==> config.mk <==
export PLATFORM = sky130hd
export DESIGN_NAME = assembler_token_scanner
export DESIGN_NICKNAME = d
export VERILOG_FILES = /design/src/hdl/ats_pkg.sv /design/src/hdl/assembler_token_scanner.sv
export VERILOG_INCLUDE_DIRS = /design/src /design/src/hdl
export SDC_FILE = /design/constraint.sdc
export NUM_CORES = 1
export LEC_CHECK = 0
export BUFFER_PORTS_ARGS = -buffer_cell sky130_fd_sc_hd__buf_4
export CAP_MARGIN = 20
export CORE_MARGIN = 8
export CORE_UTILIZATION = 45
export CTS_CLUSTER_DIAMETER = 100
export DETAILED_ROUTE_END_ITERATION = 16
export GPL_TIMING_DRIVEN = 0
export PLACE_DENSITY = 0.7
export SYNTH_ARGS = -nofsm -noshare
export SYNTH_HDL_FRONTEND = slang
export SYNTH_SLANG_ARGS = --single-unit
==> constraint.sdc <==
create_clock -name aclk -period 12.9 [get_ports aclk]
set_input_delay 0.645 -clock aclk [delete_from_list [all_inputs] [get_ports aclk]]
set_output_delay 0.645 -clock aclk [all_outputs]
set_load 0.005 [all_outputs]
==> src/hdl/assert_macros.svh <==
// Concurrent assertion helpers shared by the RTL.
`ifndef ASSERT_MACROS_SVH
`define ASSERT_MACROS_SVH

// Check on every rising clock edge outside reset.
`define ASSERT_CLK(lbl, clk, rstn, prop, msg) \
    lbl: assert property (@(posedge clk) disable iff (!rstn) (prop)) else $error(msg);

// Check an implication from one edge to the next, outside reset.
`define ASSERT_NEXT(lbl, clk, rstn, ante, cons, msg) \
    lbl: assert property (@(posedge clk) disable iff (!rstn) (ante) |=> (cons)) \
        else $error(msg);

`endif

==> src/hdl/ats_pkg.sv <==
`timescale 1ns / 1ps
`default_nettype none

package ats_pkg;

    localparam int POSITION_BITS_DEF     = 16;
    localparam int KEYWORD_MAX_CHARS_DEF = 4;
    localparam int KW_COUNT              = 62;
    localparam int PREFIX_BITS_MAX       = 64;
    localparam int WLEN_BITS_MAX         = 4;
    localparam int RES_DEPTH             = 4;

    localparam logic [2:0] KIND_TEXT    = 3'd0;
    localparam logic [2:0] KIND_IDENT   = 3'd1;
    localparam logic [2:0] KIND_KEYWORD = 3'd2;
    localparam logic [2:0] KIND_NUMBER  = 3'd3;
    localparam logic [2:0] KIND_STRING  = 3'd4;
    localparam logic [2:0] KIND_PUNCT   = 3'd5;
    localparam logic [2:0] KIND_EOL     = 3'd6;
    localparam logic [2:0] KIND_EOI     = 3'd7;

    typedef struct packed {
        logic [7:0] ch;
        logic       at_end;
    } in_item_t;

    typedef struct packed {
        logic [2:0]  kind;
        logic [5:0]  keyword_index;
        logic [7:0]  text_char;
        logic [15:0] start_line;
        logic [15:0] start_col;
        logic        last;
    } out_item_t;

    typedef struct packed {
        logic       hit;
        logic [5:0] index;
    } kw_match_t;

    // Keywords in sorted order, packed right-justified one byte per char.
    localparam logic [31:0] KW_WORDS [KW_COUNT] = '{
        "a", "adc", "add", "af", "and", "b", "bc", "bit", "c", "call",
        "ccf", "cp", "cpl", "d", "daa", "db", "de", "dec", "di", "e",
        "ei", "f", "h", "halt", "hl", "inc", "jp", "jr", "l", "ld",
        "ldd", "ldi", "nc", "nop", "nz", "or", "pop", "push", "res", "ret",
        "reti", "rl", "rla", "rlc", "rlca", "rr", "rra", "rrc", "rrca", "rst",
        "sbc", "scf", "set", "sla", "sp", "sra", "srl", "stop", "sub", "swap",
        "xor", "z"
    };

    function automatic logic [WLEN_BITS_MAX-1:0] kw_length(input logic [31:0] w);
        logic [WLEN_BITS_MAX-1:0] n;
        if (w[31:24] != 8'h00) begin
            n = WLEN_BITS_MAX'(4);
        end else if (w[23:16] != 8'h00) begin
            n = WLEN_BITS_MAX'(3);
        end else if (w[15:8] != 8'h00) begin
            n = WLEN_BITS_MAX'(2);
        end else begin
            n = WLEN_BITS_MAX'(1);
        end
        return n;
    endfunction

    function automatic kw_match_t kw_lookup(input logic [PREFIX_BITS_MAX-1:0] prefix,
                                            input logic [WLEN_BITS_MAX-1:0] len);
        kw_match_t m;
        m = '0;
        for (int i = 0; i < KW_COUNT; i++) begin
            if (prefix == PREFIX_BITS_MAX'(KW_WORDS[i]) && len == kw_length(KW_WORDS[i])) begin
                m.hit   = 1'b1;
                m.index = 6'(i);
            end
        end
        return m;
    endfunction

endpackage

`default_nettype wire

==> src/hdl/assembler_token_scanner.sv <==
`timescale 1ns / 1ps
`default_nettype none
// Assembler token scanner.
// s_ channel: one source byte per item (s_data.ch), or an end-of-input mark
// (s_data.at_end) that closes any open token and yields an end-of-input item.
// m_ channel: result items (text echo, identifier, keyword, number, string,
// punctuation, end of line, end of input), each with the line and column
// where its token began; last marks the final result of one input item.
// An input item yields zero, one or two results.
// Results are registered into the output queue when the input item is accepted.
// Throughput: one input item per cycle while s_ready is high; the scan state
// and keyword match are one combinational pass, and results go into a
// four-entry output queue. s_ready stays high while the queue has room for two
// results, so a steady stream of single-result items runs at full rate; a stream
// of two-result items fills the queue faster than it drains, and s_ready drops.
// When the receiver stalls, the queue fills and s_ready drops; nothing is lost.
// Reset (aresetn low, synchronous) empties the queue and returns the scanner
// to line 1, column 1, between tokens; s_ready is low while reset is held.
module assembler_token_scanner #(
    parameter int POSITION_BITS     = ats_pkg::POSITION_BITS_DEF,
    parameter int KEYWORD_MAX_CHARS = ats_pkg::KEYWORD_MAX_CHARS_DEF
) (
    input  wire                     aclk,
    input  wire                     aresetn,
    input  wire                     s_valid,
    output logic                    s_ready,
    input  wire ats_pkg::in_item_t  s_data,
    output logic                    m_valid,
    input  wire                     m_ready,
    output ats_pkg::out_item_t      m_data
);

    `include "assert_macros.svh"

    localparam int PW     = 8 * KEYWORD_MAX_CHARS;
    localparam int LW     = $clog2(KEYWORD_MAX_CHARS + 2);
    localparam int OW     = (POSITION_BITS > 16) ? POSITION_BITS : 16;
    localparam int DEPTH  = ats_pkg::RES_DEPTH;
    localparam int PTR_W  = $clog2(DEPTH);
    localparam int CNT_W  = $clog2(DEPTH + 1);
    localparam logic [POSITION_BITS-1:0] POS_MAX = '1;
    localparam logic [POSITION_BITS-1:0] POS_ONE = POSITION_BITS'(1);

    typedef enum logic [3:0] {
        MODE_IDLE   = 4'b0001,
        MODE_WORD   = 4'b0010,
        MODE_NUMBER = 4'b0100,
        MODE_STRING = 4'b1000
    } mode_t;

    function automatic logic [15:0] out_pos(input logic [POSITION_BITS-1:0] v);
        logic [OW-1:0] ext;
        ext = OW'(v);
        return (ext > OW'(17'h0FFFF)) ? 16'hFFFF : ext[15:0];
    endfunction

    function automatic logic is_digit(input logic [7:0] c);
        return c >= "0" && c <= "9";
    endfunction

    function automatic logic is_alnum(input logic [7:0] c);
        return is_digit(c) || (c >= "a" && c <= "z") || (c >= "A" && c <= "Z");
    endfunction

    function automatic logic is_xdigit(input logic [7:0] c);
        return is_digit(c) || (c >= "a" && c <= "f") || (c >= "A" && c <= "F");
    endfunction

    function automatic ats_pkg::out_item_t mk_item(input logic [2:0] kind,
                                                   input logic [5:0] kwi,
                                                   input logic [7:0] tc,
                                                   input logic [POSITION_BITS-1:0] ln,
                                                   input logic [POSITION_BITS-1:0] cl);
        ats_pkg::out_item_t r;
        r.kind          = kind;
        r.keyword_index = kwi;
        r.text_char     = tc;
        r.start_line    = out_pos(ln);
        r.start_col     = out_pos(cl);
        r.last          = 1'b0;
        return r;
    endfunction

    mode_t                    mode_reg, mode_next;
    logic [PW-1:0]            prefix_reg, prefix_next;
    logic [LW-1:0]            wlen_reg, wlen_next;
    logic [POSITION_BITS-1:0] line_reg, line_next;
    logic [POSITION_BITS-1:0] col_reg, col_next;
    logic [POSITION_BITS-1:0] tline_reg, tline_next;
    logic [POSITION_BITS-1:0] tcol_reg, tcol_next;

    ats_pkg::out_item_t       fifo_reg [DEPTH];
    logic [PTR_W-1:0]         wr_ptr_reg, wr_ptr_next;
    logic [PTR_W-1:0]         rd_ptr_reg, rd_ptr_next;
    logic [CNT_W-1:0]         count_reg, count_next;

    logic                     s_accept, m_accept;
    logic [7:0]               c;
    logic                     cont;
    ats_pkg::kw_match_t       kw;
    ats_pkg::out_item_t       close_res, cl_res, mn_res, e0, e1;
    logic                     close_ok, cl_vld, mn_vld;
    logic [1:0]               push_n;

    assign s_ready  = aresetn && (count_reg <= CNT_W'(DEPTH - 2));
    assign s_accept = s_valid && s_ready;
    assign m_valid  = (count_reg != '0);
    assign m_accept = m_valid && m_ready;
    assign m_data   = fifo_reg[rd_ptr_reg];
    assign c        = s_data.ch;

    // Token that the current mode would close.
    always_comb begin
        kw        = ats_pkg::kw_lookup(ats_pkg::PREFIX_BITS_MAX'(prefix_reg),
                                       ats_pkg::WLEN_BITS_MAX'(wlen_reg));
        close_ok  = (mode_reg != MODE_IDLE);
        close_res = mk_item(ats_pkg::KIND_STRING, 6'd0, 8'd0, tline_reg, tcol_reg);
        unique case (mode_reg)
            MODE_WORD: begin
                if (kw.hit && wlen_reg <= LW'(KEYWORD_MAX_CHARS)) begin
                    close_res = mk_item(ats_pkg::KIND_KEYWORD, kw.index, 8'd0,
                                        tline_reg, tcol_reg);
                end else begin
                    close_res = mk_item(ats_pkg::KIND_IDENT, 6'd0, 8'd0, tline_reg, tcol_reg);
                end
            end
            MODE_NUMBER: close_res = mk_item(ats_pkg::KIND_NUMBER, 6'd0, 8'd0,
                                             tline_reg, tcol_reg);
            MODE_STRING: close_res = mk_item(ats_pkg::KIND_STRING, 6'd0, 8'd0,
                                             tline_reg, tcol_reg);
            MODE_IDLE:   close_res = mk_item(ats_pkg::KIND_STRING, 6'd0, 8'd0,
                                             tline_reg, tcol_reg);
            default:     close_res = mk_item(ats_pkg::KIND_STRING, 6'd0, 8'd0,
                                             tline_reg, tcol_reg);
        endcase
    end

    always_comb begin
        mode_next   = mode_reg;
        prefix_next = prefix_reg;
        wlen_next   = wlen_reg;
        line_next   = line_reg;
        col_next    = col_reg;
        tline_next  = tline_reg;
        tcol_next   = tcol_reg;
        cl_vld      = 1'b0;
        cl_res      = close_res;
        mn_vld      = 1'b0;
        mn_res      = mk_item(ats_pkg::KIND_TEXT, 6'd0, c, tline_reg, tcol_reg);
        cont        = (mode_reg == MODE_STRING)
                   || (mode_reg == MODE_WORD && (is_alnum(c) || c == "_"))
                   || (mode_reg == MODE_NUMBER && (is_xdigit(c) || c == "x"));

        if (s_accept) begin
            if (s_data.at_end) begin
                cl_vld    = close_ok;
                mn_vld    = 1'b1;
                mn_res    = mk_item(ats_pkg::KIND_EOI, 6'd0, 8'd0, line_reg, col_reg);
                mode_next = MODE_IDLE;
            end else begin
                if (mode_reg == MODE_STRING && c == "\"") begin
                    cl_vld    = 1'b1;
                    mode_next = MODE_IDLE;
                end else if (cont) begin
                    mn_vld = 1'b1;
                    if (mode_reg == MODE_WORD) begin
                        if (wlen_reg < LW'(KEYWORD_MAX_CHARS)) begin
                            prefix_next = {prefix_reg[PW-9:0], c};
                            wlen_next   = wlen_reg + LW'(1);
                        end else begin
                            wlen_next = LW'(KEYWORD_MAX_CHARS + 1);
                        end
                    end
                end else begin
                    // Close whatever is open, then treat the byte as fresh.
                    cl_vld    = close_ok;
                    mode_next = MODE_IDLE;
                    priority if (c == " " || c == "\t") begin
                        mn_vld = 1'b0;
                    end else if (c == "\"") begin
                        mode_next   = MODE_STRING;
                        tline_next  = line_reg;
                        tcol_next   = col_reg;
                        prefix_next = '0;
                        wlen_next   = '0;
                    end else if (c == "(" || c == ")" || c == "+" || c == ","
                              || c == ":" || c == ".") begin
                        mn_vld = 1'b1;
                        mn_res = mk_item(ats_pkg::KIND_PUNCT, 6'd0, c, line_reg, col_reg);
                    end else if (c == 8'h00 || c == "\n" || c == "\r") begin
                        mn_vld = 1'b1;
                        mn_res = mk_item(ats_pkg::KIND_EOL, 6'd0, 8'd0, line_reg, col_reg);
                    end else if (is_digit(c) || c == "-") begin
                        mode_next   = MODE_NUMBER;
                        tline_next  = line_reg;
                        tcol_next   = col_reg;
                        prefix_next = '0;
                        wlen_next   = '0;
                        mn_vld      = 1'b1;
                        mn_res      = mk_item(ats_pkg::KIND_TEXT, 6'd0, c, line_reg, col_reg);
                    end else begin
                        mode_next   = MODE_WORD;
                        tline_next  = line_reg;
                        tcol_next   = col_reg;
                        prefix_next = PW'(c);
                        wlen_next   = LW'(1);
                        mn_vld      = 1'b1;
                        mn_res      = mk_item(ats_pkg::KIND_TEXT, 6'd0, c, line_reg, col_reg);
                    end
                end

                // Advance the position, saturating.
                if (c == "\n") begin
                    if (line_reg != POS_MAX) begin
                        line_next = line_reg + POS_ONE;
                    end
                    col_next = POS_ONE;
                end else if (col_reg != POS_MAX) begin
                    col_next = col_reg + POS_ONE;
                end
            end
        end
    end

    // Pack the results of this item into queue order and mark the final one.
    always_comb begin
        push_n = 2'(cl_vld) + 2'(mn_vld);
        e0     = cl_vld ? cl_res : mn_res;
        e1     = mn_res;
        e1.last = 1'b1;
        e0.last = (push_n == 2'd1);
    end

    always_comb begin
        wr_ptr_next = wr_ptr_reg + PTR_W'(push_n);
        rd_ptr_next = rd_ptr_reg + PTR_W'(m_accept);
        count_next  = count_reg + CNT_W'(push_n) - CNT_W'(m_accept);
    end

    always_ff @(posedge aclk) begin
        if (!aresetn) begin
            mode_reg   <= MODE_IDLE;
            prefix_reg <= '0;
            wlen_reg   <= '0;
            line_reg   <= POS_ONE;
            col_reg    <= POS_ONE;
            tline_reg  <= POS_ONE;
            tcol_reg   <= POS_ONE;
            wr_ptr_reg <= '0;
            rd_ptr_reg <= '0;
            count_reg  <= '0;
        end else begin
            mode_reg   <= mode_next;
            prefix_reg <= prefix_next;
            wlen_reg   <= wlen_next;
            line_reg   <= line_next;
            col_reg    <= col_next;
            tline_reg  <= tline_next;
            tcol_reg   <= tcol_next;
            wr_ptr_reg <= wr_ptr_next;
            rd_ptr_reg <= rd_ptr_next;
            count_reg  <= count_next;
        end
    end

    always_ff @(posedge aclk) begin
        if (push_n != 2'd0) begin
            fifo_reg[wr_ptr_reg] <= e0;
        end
        if (push_n == 2'd2) begin
            fifo_reg[wr_ptr_reg + PTR_W'(1)] <= e1;
        end
    end

    `ASSERT_CLK(a_no_overflow, aclk, aresetn,
        !s_accept || ((CNT_W + 1)'(count_reg) + (CNT_W + 1)'(push_n) <= (CNT_W + 1)'(DEPTH)),
        "result queue overflow")
    `ASSERT_NEXT(a_end_goes_idle, aclk, aresetn, s_accept && s_data.at_end,
        mode_reg == MODE_IDLE && count_reg != '0, "end of input left scanner busy")
    `ASSERT_CLK(a_pos_nonzero, aclk, aresetn,
        line_reg != '0 && col_reg != '0, "position counter reached zero")
    `ASSERT_NEXT(a_pop_moves_head, aclk, aresetn, m_accept,
        rd_ptr_reg == $past(rd_ptr_reg) + PTR_W'(1), "read pointer did not advance")

endmodule

`default_nettype wire

## Word level (Yosys, flattened, before mapping)

Memory sizes are Yosys's and may differ from the RTL's. A register that Yosys moved wholly into a read port is not among the register bits.
Index checks and enable logic that the tools add are counted.

- $add $sub $neg: 9
- Order comparisons: 15
- Equality and inequality tests: 96
- Muxes and demuxes: 124
- Bitwise gates (word level): 4
- Reductions and logical operators: 101

Operator list:

| kind | count |
|---|---|
| $eq 32x23->1 const B | 28 |
| $eq 32x15->1 const B | 17 |
| $mux 50 | 9 |
| $mux 7 | 62 |
| $eq 32x7->1 const B | 9 |
| $eq 32x31->1 const B | 8 |
| $mux 32 | 7 |
| $mux 16 | 12 |
| $pmux 50 s2 | 1 |
| $logic_and 1x1->1 | 74 |
| $eq 8x6->1 const B | 9 |
| $gt 16x16->1 const B | 4 |
| $mux 49 | 1 |
| $add 16x1->16 const B | 2 |
| $le 8x7->1 const B | 4 |
| $ne 16x16->1 const B | 2 |
| $mux 3 | 10 |
| $eq 8x7->1 const B | 3 |
| $mux 4 | 5 |
| $logic_or 1x1->1 | 17 |
| $eq 8x4->1 const B | 2 |
| $ge 8x7->1 const B | 2 |
| $mux 1 | 15 |
| $reduce_and 7->1 | 2 |
| other kinds (35) | 44 |

- Register bits after elaboration: 110
- Memory bits (writable): 200
- Input bits: 13
- Output and inout port bits: 52
- Word-level logic and storage cells: 360
- Memories kept: 1

Memories:

| memory | depth | width | read ports | clocked after memory_dff | wr ports | RTL line | text |
|---|---|---|---|---|---|---|---|
| fifo_reg | 4 | 50 | 1 | 1 | 2 | assembler_token_scanner.sv:92 | `ats_pkg::out_item_t fifo_reg [DEPTH];` |

## Logic depth before layout (Yosys ltp)

Gate-level depths: netlist of the first run.

- Depth in word-level cells: 68
- Gate-level depth with buffers: 21
- Gate-level depth less buffers: 18

## Least setup slack after synthesis of the first run

Ideal clock, no wire load.

- Path kind: input -> register
- From: input s_data[7] (netlist bit)
- To: memory fifo_reg[2][10] (netlist bit), enable pin
- Library setup time: 398 ps
- Arrival: 4170 ps
- Required time: 12502 ps
- Path slack: 8332 ps
- Stages on the path: 17
- Buffers on the path: 3
- Path through: clkbuf_1 > or4bb_1 > o32ai_1 > and2_1 > or2_1 > buf_2 > nand2b_1 > clkbuf_1 > nand2_1 > nand3b_1 > nand2_1 > ha_1 > inv_1 > nand2_1 > nor2_1 > nor2_1 > inv_1

RTL lines:

| element | RTL line | text |
|---|---|---|
| start: declaration | assembler_token_scanner.sv:27 | `input wire ats_pkg::in_item_t s_data,` |
| end: declaration | assembler_token_scanner.sv:92 |  |

==> results of run 1 <==
[metal layers]
layer	global-route usage	share of wire	vias to the layer above
met5	0	0	-
li1	-	-	6366
met4	0.0923	0.033	0
met1	0.348	0.42	7133
met3	0.0579	0.093	144
met2	0.403	0.45	794
[cells in the mapped netlist (all sizes together) (20+ instances only)]
master	n
edfxtp	172
nor2	152
nand2	150
dfxtp	138
clkbuf	90
o2bb2ai	67
nand3	64
a22o	55
mux4	50
nor4	49
nand4	48
buf	40
nor3	40
a21oi	38
mux2i	34
a2bb2o	32
o21ai	30
inv	26
xor2	20
[stage by stage]
step	total power, mW	hold WS, ns	utilization	setup WS [ns]
3_5_place_dp	1.71	0.439	0.489	7.48
6_report	2.64	0.455	0.519	7.53
5_1_grt	2.72	0.465	0.519	7.31
2_1_floorplan	1.44	0.420	-	8.33
4_1_cts	2.64	0.453	0.518	7.76
3_3_place_gp	1.68	0.430	0.485	6.78
[final cells by class]
cell class	count	area share
multi-input combinational	1114	0.426
sequential	310	0.418
buffer	130	0.0299
inverter	27	0.00535
timing repair buffer	72	0.0325
clock buffer	42	0.0481
antenna	2	0.000264
clock inverter	20	0.00872
tap	468	0.0309
[worst max path at each step]
stage	startpoint	to	slack, ns	cells after the start
after floorplan	s_data[7]	fifo_reg[2][10]$_DFFE_PP_	8.33	17
after global placement	s_data[7]	fifo_reg[2][3]$_DFFE_PP_	6.78	17
after detailed placement	s_data[7]	fifo_reg[1][14]$_DFFE_PP_	7.48	20
after CTS	mode_reg[0]$_SDFFE_PN1P_	fifo_reg[1][10]$_DFFE_PP_	7.76	17
after global routing	mode_reg[2]$_SDFFE_PN0P_	fifo_reg[1][13]$_DFFE_PP_	7.31	17
final	mode_reg[2]$_SDFFE_PN0P_	fifo_reg[1][8]$_DFFE_PP_	7.53	18
[power groups by stage]
stage               sequential [mW]  clock (mW)  combinational [mW]
finish                         1.11       0.944               0.582
CTS                            1.11       0.951               0.579
detailed placement             1.13           0               0.576
floorplan                      1.13           0               0.317
global route                   1.11       0.991               0.615
global placement               1.13           0               0.550
[critical path, stage by stage, from the launching register on]
cell and delay [ns]:
dfxtp_1 0.41, nor4b_1 0.41, clkbuf_1 0.52, nand4_1 0.24, and4_1 0.27, nand2b_1 0.07, clkbuf_1 0.41, nand2_1 0.11
nand3b_1 0.11, nand2_1 0.09, inv_1 0.08, ha_1 0.13, clkbuf_1 0.34, nand2b_1 0.18, nand2_1 0.14, nand2_1 0.26
a21oi_1 0.70, clkbuf_1 0.50, a2bb2o_1 0.24
[logic make-up (layout without fill, tap and decap cells)]
| family | count (synthesis) | count (layout) | synth area share |
|---|---|---|---|
| compound gates | 330 | 330 | 0.160 |
| xor+xnor | 32 | 32 | 0.0168 |
| fa+ha+maj | 14 | 14 | 0.0110 |
| buf+inv | 157 | 291 | 0.0401 |
| flops | 310 | 310 | 0.476 |
| mux | 85 | 85 | 0.0887 |
| other cells | 0 | 2 | 0 |
| simple gates | 653 | 653 | 0.208 |
[placed cells by master (no fill, tap or decap), drive strengths merged, types with 20 or more instances in the layout]
cell,count
edfxtp,172
nor2,152
nand2,150
dfxtp,138
clkbuf,132
buf,112
o2bb2ai,67
nand3,64
a22o,55
mux4,50
nor4,49
nand4,48
nor3,40
a21oi,38
mux2i,34
a2bb2o,32
o21ai,30
inv,28
xor2,20
==> impl_metrics.py, run 1 <==
metrics = {
    "status": {
        "status": "completed",
    },
    "logic_synthesis": {
        "synthFlopType": "edfxtp_1",
        "syn_inst": 1581,
        "syn_nets": 1608,
        "yosys-top-cells-area": "edfxtp_1 31%, dfxtp_1 17%, mux4_2 6.8%",
        "yosysWarnings": 0,
        "synth-edff-count": 172,
        "async_flop_share": 0,
        "avgSynthCellArea_um2": 10.5,
        "synth_area_mm2": 0.0167,
        "ys_types": 95,
        "synth_area_leader_cell": "edfxtp_1",
        "ys_seq_area_frac": 0.476,
        "yosysTopAreaCellShare": 0.310,
        "ys_seq_elements": 310,
    },
    "timing": {
        "setup_viol": 0,
        "fin_crit_sh": 0.416,
        "skew_ns": 0.0162,
        "finalSetupTns_ns": 0,
        "worst_pin_slew_ns": 1.14,
        "max_slew_margin": 0.230,
        "drv_slew": 0,
        "rsz0062_at_grt": "false",
        "clock.fmax_mhz": 186,
        "min_period_ns": 5.37,
        "hold_viol": 0,
    },
    "worst_setup_path": {
        "worst_setup_path_end_kind": "flip-flop",
        "timing.rr.end": "fifo_reg[1][8]$_DFFE_PP_",
        "required_ns": 13.27,
        "crit_type": "reg2reg",
        "reg2reg_slack_ns": 7.53,
        "r2r_start": "mode_reg[2]$_SDFFE_PN0P_",
        "reg2regPathDepth": 18,
        "arrival_ns": 5.74,
        "startpoint_type": "flip-flop",
        "cp_max_fo": 10,
    },
    "finish": {
        "multi_input_comb_area_mm2": 0.00807,
        "fill_cells": 3252,
        "design_area_mm2": 0.0189,
        "area_growth_pct": 13.7,
        "largest_reg_flops": 200,
        "final_nets": 1716,
        "seq_area_mm2": 0.00793,
        "stdcell_count": 2185,
        "final_layout_size_suffix_gt1_frac": 0.142,
    },
    "clock_tree": {
        "cts.path.max_buffers": 3,
        "cts.reportedPaths.clkPinSlew_ns": 0.06,
        "cts_root_buf": "clkbuf_16",
        "holdBufCountCts": 0,
        "cts_resized": 0,
        "htree_num_levels": 2,
        "cts_tree": "done",
        "cts_sinks": 310,
        "cts_made_buffers": 34,
        "clock_latency_ns": 0.52,
        "post-cts-setup-buffers": 0,
    },
    "worst_hold_path": {
        "hold_depth": 2,
        "hold_end": "fifo_reg[2][42]$_SDFFE_PP0P_",
        "min_path_type": "reg2reg",
        "hp-start": "fifo_reg[2][42]$_SDFFE_PP0P_",
    },
    "power_and_ir_drop": {
        "seqPwrFrac": 0.421,
        "switching_share": 0.281,
        "p_comb_frac": 0.221,
        "peakVddDrop_mv": 0.0788,
        "p_int_mw": 1.90,
        "net-switching-power_uw": 741,
        "p_leak_nw": 6.34,
        "pwr-share-clk": 0.358,
        "power_density_mw_per_mm2": 139,
    },
    "drt": {
        "drc_errors": 0,
        "dr_total_vias": 14400,
        "routed_wl_um": 57900,
        "postRouteAntennaNets": 0,
        "drtIter0Drc": 1592,
        "firstDrtPassIters": 5,
        "wl_per_cell_um": 26.5,
        "vias_per_cell": 6.61,
    },
    "job": {
        "drv_cap": 0,
    },
    "floorplanning": {
        "core_region_area_mm2": 0.0365,
        "die_w_um": 208,
        "design.die.area_mm2": 0.0434,
        "ios": 65,
        "placementRows": 70,
        "initial_core_util": 0.456,
        "die_y_um": 208,
    },
    "global_route": {
        "grt.overflow.total": 0,
        "antenna_found_initial": 1,
        "grt_start_max_net_pins": 28,
        "grt_pass1_vias": 14000,
        "track_usage": 0.258,
        "grt_pass1_wl_um": 87200,
    },
    "placement": {
        "dpl.cell_count": 2120,
        "place_area_mm2": 0.0178,
        "place.gp.congestion": 0.996,
        "post-dp-hpwl_um": 42900,
        "place.port_buffers": 62,
    },
}
(Power assumes the default switching activity.)
==> run 2: changes to the inputs <==
--- a/config.mk
+++ b/config.mk
@@ -6,6 +6,7 @@
 export SDC_FILE = /design/constraint.sdc
 export NUM_CORES = 1
 export LEC_CHECK = 0
+export ABC_AREA = 1
 export BUFFER_PORTS_ARGS = -buffer_cell sky130_fd_sc_hd__buf_4
 export CAP_MARGIN = 20
 export CORE_MARGIN = 8
==> constraint.sdc (replaced) <==
create_clock -name aclk -period 5.5 [get_ports aclk]
set_input_delay 0.275 -clock aclk [delete_from_list [all_inputs] [get_ports aclk]]
set_output_delay 0.275 -clock aclk [all_outputs]
set_load 0.005 [all_outputs]
==> run 2 against run 1 <==
Net effect: first-iteration DRC count increased by 18%; combinational power grew to 3.8 times the previous value; clock-buffer cell count is the same; synthesized area is 4.6% lower; highest routed layer is now met5; maximum frequency increased by 15%; critical endpoint is now fifo_reg[3][33]$_DFFE_PP_; critical path type unchanged; hold slack got worse by 0.33 ns; non-clock buffer count shrank 37; wire length fell by 5.8%; total power grew to 2.8 times the previous value.
==> impl_metrics.py, run 2 <==
metrics = {
    "worst_setup_path": {
        "crit_type": "reg2reg",
        "cp_max_fo": 29,
        "reg2reg_slack_ns": 0.82,
        "worst_setup_path_end_kind": "flip-flop",
        "reg2regPathDepth": 16,
        "startpoint_type": "flip-flop",
        "r2r_start": "mode_reg[1]$_SDFFE_PN0P_",
        "timing.rr.end": "fifo_reg[3][33]$_DFFE_PP_",
        "arrival_ns": 4.91,
        "required_ns": 5.73,
    },
    "logic_synthesis": {
        "ys_seq_elements": 310,
        "synth_area_leader_cell": "edfxtp_1",
        "synthFlopType": "edfxtp_1",
        "ys_seq_area_frac": 0.499,
        "syn_nets": 1954,
        "ys_types": 58,
        "yosys-top-cells-area": "edfxtp_1 32%, dfxtp_1 17%, o22ai_1 7.1%",
        "yosysWarnings": 0,
        "synth_area_mm2": 0.0159,
        "synth_commonest_cells": "285 x nor2_1, 258 x nand2_1, 181 x o22ai_1, 175 x o21ai_0, 172 x edfxtp_1",
        "synth-edff-count": 172,
        "yosysMostFrequentCell": "nor2_1",
        "avgSynthCellArea_um2": 8.25,
        "syn_inst": 1927,
        "yosysTopAreaCellShare": 0.325,
        "async_flop_share": 0,
    },
    "placement": {
        "post-dp-hpwl_um": 40300,
        "place.gp.congestion": 0.952,
        "place.port_buffers": 60,
    },
    "global_route": {
        "grt.overflow.total": 0,
        "antenna_found_initial": 1,
        "grt_pass1_wl_um": 82700,
        "track_usage": 0.252,
        "grt_start_max_net_pins": 34,
        "grt_pass1_vias": 14500,
    },
    "floorplanning": {
        "core_region_area_mm2": 0.0351,
        "die_w_um": 204,
        "design.die.area_mm2": 0.0416,
        "die_y_um": 204,
        "ios": 65,
        "placementRows": 69,
        "initial_core_util": 0.452,
    },
    "drt": {
        "route.met2.wl_um": 25900,
        "vias_per_cell": 6.02,
        "wl_met1_um": 21700,
        "drc_errors": 0,
        "top_layer": "met5",
        "drtIter0Drc": 1873,
        "routed_wl_um": 54500,
        "wl_met3_um": 5140,
        "dr_total_vias": 15100,
        "firstDrtPassIters": 8,
        "wl_per_cell_um": 21.7,
        "postRouteAntennaNets": 0,
    },
    "timing": {
        "fin_crit_sh": 0.851,
        "worst_pin_slew_ns": 0.943,
        "rsz0062_at_grt": "false",
        "drv_slew": 0,
        "clock.fmax_mhz": 214,
        "min_period_ns": 4.68,
        "max_slew_margin": 0.367,
        "hold_viol": 0,
        "hold_slack_ns": 0.122,
        "skew_ns": 0.0284,
        "setup_viol": 0,
    },
    "finish": {
        "largest_reg_flops": 200,
        "n_antenna_cell": 0,
        "fill_cells": 3311,
        "final_common_cell": "nor2_1",
        "final_util": 0.517,
        "layout_common_cells": "285 x nor2_1, 255 x nand2_1, 181 x o22ai_1",
        "final_layout_size_suffix_gt1_frac": 0.109,
        "final_nets": 2055,
        "area_growth_pct": 14.2,
    },
    "power_and_ir_drop": {
        "switching_share": 0.343,
        "p_comb_frac": 0.303,
        "pwr-share-clk": 0.320,
        "seqPwrFrac": 0.377,
        "power_density_mw_per_mm2": 402,
        "p_leak_nw": 6.60,
        "p_int_mw": 4.80,
        "peakVddDrop_mv": 0.244,
        "net-switching-power_mw": 2.50,
    },
    "worst_hold_path": {
        "min_path_type": "in2reg",
        "hold_depth": 3,
        "hold_end": "prefix_reg[5]$_SDFFE_PN0P_",
        "hp-start": "s_data[6]",
    },
    "clock_tree": {
        "cts.reportedPaths.clkPinSlew_ns": 0.06,
        "post-cts-setup-buffers": 0,
        "cts.path.max_buffers": 3,
        "clock_latency_ns": 0.53,
        "cts_resized": 0,
        "cts_made_buffers": 34,
        "cts_sinks": 310,
        "htree_num_levels": 2,
        "cts_root_buf": "clkbuf_16",
        "holdBufCountCts": 0,
        "cts_tree": "done",
    },
    "status": {
        "status": "completed",
    },
    "job": {
        "drv_cap": 0,
    },
}
## run 2: worst max-delay path, cell delays in order (launching register included)
cell and delay (ns):
dfxtp_1 0.37, inv_1 0.07, nor4_1 0.58, nand2_1 0.14
nand3_2 0.18, nand2_1 0.12, o311ai_1 0.09, nand2_1 0.20
inv_2 0.16, buf_2 0.28, ha_1 0.26, nor3_1 0.14
nor2_1 0.54, inv_2 0.38, buf_12 0.30, o21ai_1 0.47
nor2_1 0.12
## run 2: metrics by stage
stage	total power, mW	TNS (ns)	setup slack [ns]	cell area, um^2	instances
after floorplan	3.97	0	1.24	15900	1927
after global placement	4.92	-30.54	-0.894	16900	2448
after detailed placement	4.97	0	0.585	17000	2453
after CTS	7.29	0	0.846	18200	2514
after global routing	7.59	0	0.534	18200	2514
final	7.30	0	0.821	18200	2514
## run 2: worst max path at each step
stage          slack (ns)                         to  cells past startpoint                      from
2_1_floorplan        1.24  fifo_reg[3][33]$_DFFE_PP_                     21                 s_data[2]
3_3_place_gp        -0.89  fifo_reg[0][37]$_DFFE_PP_                     15                   aresetn
3_5_place_dp         0.58  fifo_reg[3][33]$_DFFE_PP_                     23                 s_data[2]
4_1_cts              0.85  fifo_reg[3][33]$_DFFE_PP_                     14   count_reg[1]$_SDFF_PN0_
5_1_grt              0.53  fifo_reg[3][34]$_DFFE_PP_                     16  mode_reg[1]$_SDFFE_PN0P_
6_report             0.82  fifo_reg[3][33]$_DFFE_PP_                     16  mode_reg[1]$_SDFFE_PN0P_
## run 2: layer usage
metal | GRT usage | vias up
met2 | 0.421 | 807
met4 | 0.0939 | 2
met5 | 0 | -
met1 | 0.324 | 7129
li1 | - | 7049
met3 | 0.0449 | 142
## run 2: final cells by class
cell class	count	area, um^2	share of cell area
inverters	188	706	0.0389
multi-input cells	1329	6850	0.377
clock inverters	19	245	0.0135
flip-flops and latches	310	7930	0.437
clock buffers	42	891	0.0491
repair buffers	65	542	0.0298
plain buffers	100	418	0.0230
well taps	461	577	0.0318
## run 2: cells by family after synthesis
| kind of cell | share of synthesized area |
|---|---|
| AO/OA/AOI/OAI | 0.225 |
| buffers and inverters | 0.0707 |
| AND/OR/NAND/NOR | 0.190 |
| flip-flops | 0.499 |
| multiplexers | 0.00283 |
| XOR/XNOR | 0.00110 |
| adder cells (fa/ha/maj) | 0.0115 |
## run 2: power groups by stage
stage                     clock network [mW]  registers [mW]  logic, mW
after floorplan                            0            2.77       1.20
final                                   2.34            2.75       2.21
after global routing                    2.45            2.76       2.38
after detailed placement                   0            2.79       2.18
after global placement                     0            2.80       2.12
after CTS                               2.35            2.75       2.19
==> run 3: changes to the inputs <==
--- a/config.mk
+++ b/config.mk
@@ -9,6 +9,7 @@
 export ABC_AREA = 1
 export BUFFER_PORTS_ARGS = -buffer_cell sky130_fd_sc_hd__buf_4
 export CAP_MARGIN = 20
+export CORE_ASPECT_RATIO = 1.25
 export CORE_MARGIN = 8
 export CORE_UTILIZATION = 45
 export CTS_CLUSTER_DIAMETER = 100
==> run 3 against run 2 <==
Net effect: sequential power hardly changed; first-iteration DRC count is 15% lower; non-clock buffer count is 1 lower; flip-flop and latch count stayed put; final area is 0.61% lower; core utilization is 0.21 points lower; largest cell class unchanged; critical path depth is 2 lower; total power is 3.7% lower; worst setup slack worse by 0.10 ns; sequential share of layout area is 0.27 points higher.
==> impl_metrics.py, run 3 (synthesis gave the netlist of run 2 again) <==
metrics = {
    "clock_tree": {
        "cts_root_buf": "clkbuf_16",
        "cts.reportedPaths.clkPinSlew_ns": 0.07,
        "htree_num_levels": 1,
        "cts_tree": "done",
        "cts.path.max_buffers": 3,
        "holdBufCountCts": 0,
        "clock_latency_ns": 0.57,
        "post-cts-setup-buffers": 0,
        "cts_sinks": 310,
        "cts_resized": 0,
        "cts_made_buffers": 30,
    },
    "finish": {
        "seq_area_mm2": 0.00793,
        "final_common_cell": "nor2_1",
        "final_nets": 2050,
        "stdcell_count": 2522,
        "final_layout_size_suffix_gt1_frac": 0.109,
        "layout_common_cells": "285 x nor2_1, 255 x nand2_1, 181 x o22ai_1",
        "fill_cells": 3360,
        "area_growth_pct": 13.5,
        "multi_input_comb_area_mm2": 0.00685,
        "largest_reg_flops": 200,
    },
    "floorplanning": {
        "ios": 65,
        "initial_core_util": 0.453,
        "die_w_um": 184,
        "design.die.area_mm2": 0.0416,
        "placementRows": 77,
        "die_y_um": 226,
        "core_region_area_mm2": 0.0351,
    },
    "power_and_ir_drop": {
        "p_leak_nw": 6.56,
        "power_density_mw_per_mm2": 389,
        "switching_share": 0.345,
        "pwr-share-clk": 0.299,
        "peakVddDrop_mv": 0.227,
        "p_comb_frac": 0.310,
        "p_int_mw": 4.60,
        "net-switching-power_mw": 2.43,
        "seqPwrFrac": 0.391,
    },
    "placement": {
        "dpl.cell_count": 2465,
        "place.port_buffers": 60,
        "place.gp.congestion": 1.00,
        "post-dp-hpwl_um": 40600,
    },
    "worst_setup_path": {
        "reg2reg_slack_ns": 0.72,
        "worst_setup_path_end_kind": "flip-flop",
        "cpPeakStageDelay_ns": 0.67,
        "startpoint_type": "flip-flop",
        "crit_type": "reg2reg",
        "cp_max_fo": 26,
        "r2r_start": "count_reg[1]$_SDFF_PN0_",
        "path_buf_inv": 4,
        "timing.rr.end": "fifo_reg[3][34]$_DFFE_PP_",
        "arrival_ns": 5.19,
        "cp_common_cell": "nand2_1",
        "slowest_stage": "nor3_1",
        "required_ns": 5.90,
        "reg2regPathDepth": 14,
        "cp_cell_sequence": "a211oi_2 > nand2_1 > nor2_2 > nand2_1 > nand2_1 > inv_2 > buf_2 > ha_1 > nor3_1 > nor2_1 > inv_2 > buf_12 > o21ai_1 > nor2_1",
        "critPathTopFamily": "simple AND/OR/NAND/NOR gates",
    },
    "job": {
        "drv_cap": 0,
    },
    "timing": {
        "skew_ns": 0.0191,
        "clock.fmax_mhz": 209,
        "setup_viol": 0,
        "hold_slack_ns": 0.0760,
        "fin_crit_sh": 0.870,
        "drv_slew": 0,
        "hold_viol": 0,
        "min_period_ns": 4.78,
        "rsz0062_at_grt": "false",
        "max_slew_margin": 0.332,
        "worst_pin_slew_ns": 0.977,
    },
    "drt": {
        "firstDrtPassIters": 5,
        "routed_wl_um": 54600,
        "wl_met1_um": 19900,
        "vias_per_cell": 6.03,
        "drtIter0Drc": 1592,
        "top_layer": "met4",
        "wl_per_cell_um": 21.6,
        "drc_errors": 0,
        "wl_met3_um": 4790,
        "dr_total_vias": 15200,
        "route.met2.wl_um": 26500,
        "postRouteAntennaNets": 0,
    },
    "worst_hold_path": {
        "hp-start": "s_data[6]",
        "min_path_type": "in2reg",
        "hold_end": "prefix_reg[5]$_SDFFE_PN0P_",
        "hold_depth": 3,
    },
    "global_route": {
        "grt.overflow.total": 0,
        "grt_start_max_net_pins": 33,
        "grt_pass1_wl_um": 83300,
        "antenna_found_initial": 1,
        "grt_pass1_vias": 14700,
        "track_usage": 0.257,
    },
    "status": {
        "status": "completed",
    },
}
[run 3: cell types whose count changed in the layout (fill, tap and decap cells not counted)]
| cell | delta |
|---|---|
| buf_1 | -1 |
| clkbuf_16 | -3 |
| bufinv_16 | -3 |
| clkinv_1 | -2 |
| clkinv_4 | -1 |
| diode_2 | +1 |
| clkinv_2 | +4 |
| clkbuf_2 | +1 |
| clkbuf_8 | +4 |
| clkbuf_1 | -4 |
| inv_6 | -1 |
[run 3: how the worst max path moves through the flow]
stage                                       start                        end  cells after the start
after CTS                 count_reg[2]$_SDFF_PN0_  fifo_reg[3][34]$_DFFE_PP_                     14
after floorplan                         s_data[2]  fifo_reg[3][33]$_DFFE_PP_                     21
final                     count_reg[1]$_SDFF_PN0_  fifo_reg[3][34]$_DFFE_PP_                     14
after global routing      count_reg[2]$_SDFF_PN0_  fifo_reg[3][38]$_DFFE_PP_                     14
after detailed placement                s_data[2]  fifo_reg[3][34]$_DFFE_PP_                     22
after global placement                  s_data[2]  fifo_reg[3][33]$_DFFE_PP_                     21
[run 3: layer usage]
| layer | vias up | global-route usage |
|---|---|---|
| li1 | 7032 | - |
| met1 | 7159 | 0.293 |
| met2 | 808 | 0.443 |
| met3 | 207 | 0.0438 |
| met4 | 0 | 0.157 |
| met5 | - | 0 |
[run 3: worst min-delay path: cells and delay by family]
| kind | cells | cell delay, ns |
|---|---|---|
| AND/OR/NAND/NOR | 1 | 0.10 |
| AO/OA/AOI/OAI | 1 | 0.06 |
| buffers and inverters | 1 | 0.16 |
[run 3: through the flow]
step	area, um^2	worst slack [ns]	utilization	setup TNS [ns]	power, mW
finish	18000	0.717	0.515	0	7.03
global route	18000	0.356	0.515	0	7.32
CTS	18000	0.737	0.515	0	7.01
detailed placement	17000	0.544	0.486	0	4.94
global placement	16900	-0.821	0.483	-31.22	4.89
floorplan	15900	1.24	-	0	3.97
[run 3: layout make-up]
type / count / share of cell area
plain buffers: 100 / 0.0232
inverters: 188 / 0.0391
clock inverters: 16 / 0.00832
clock buffers: 40 / 0.0477
repair buffers: 64 / 0.0298
flip-flops and latches: 310 / 0.439
diodes: 1 / 0.000139
multi-input cells: 1329 / 0.380
well taps: 474 / 0.0329
[run 3: power by group through the flow]
stage	Sequential [mW]	Clock, mW	Combinational, mW
final	2.75	2.10	2.18
after floorplan	2.77	0	1.20
after global routing	2.76	2.19	2.36
after global placement	2.80	0	2.09
after CTS	2.74	2.11	2.15
after detailed placement	2.79	0	2.14
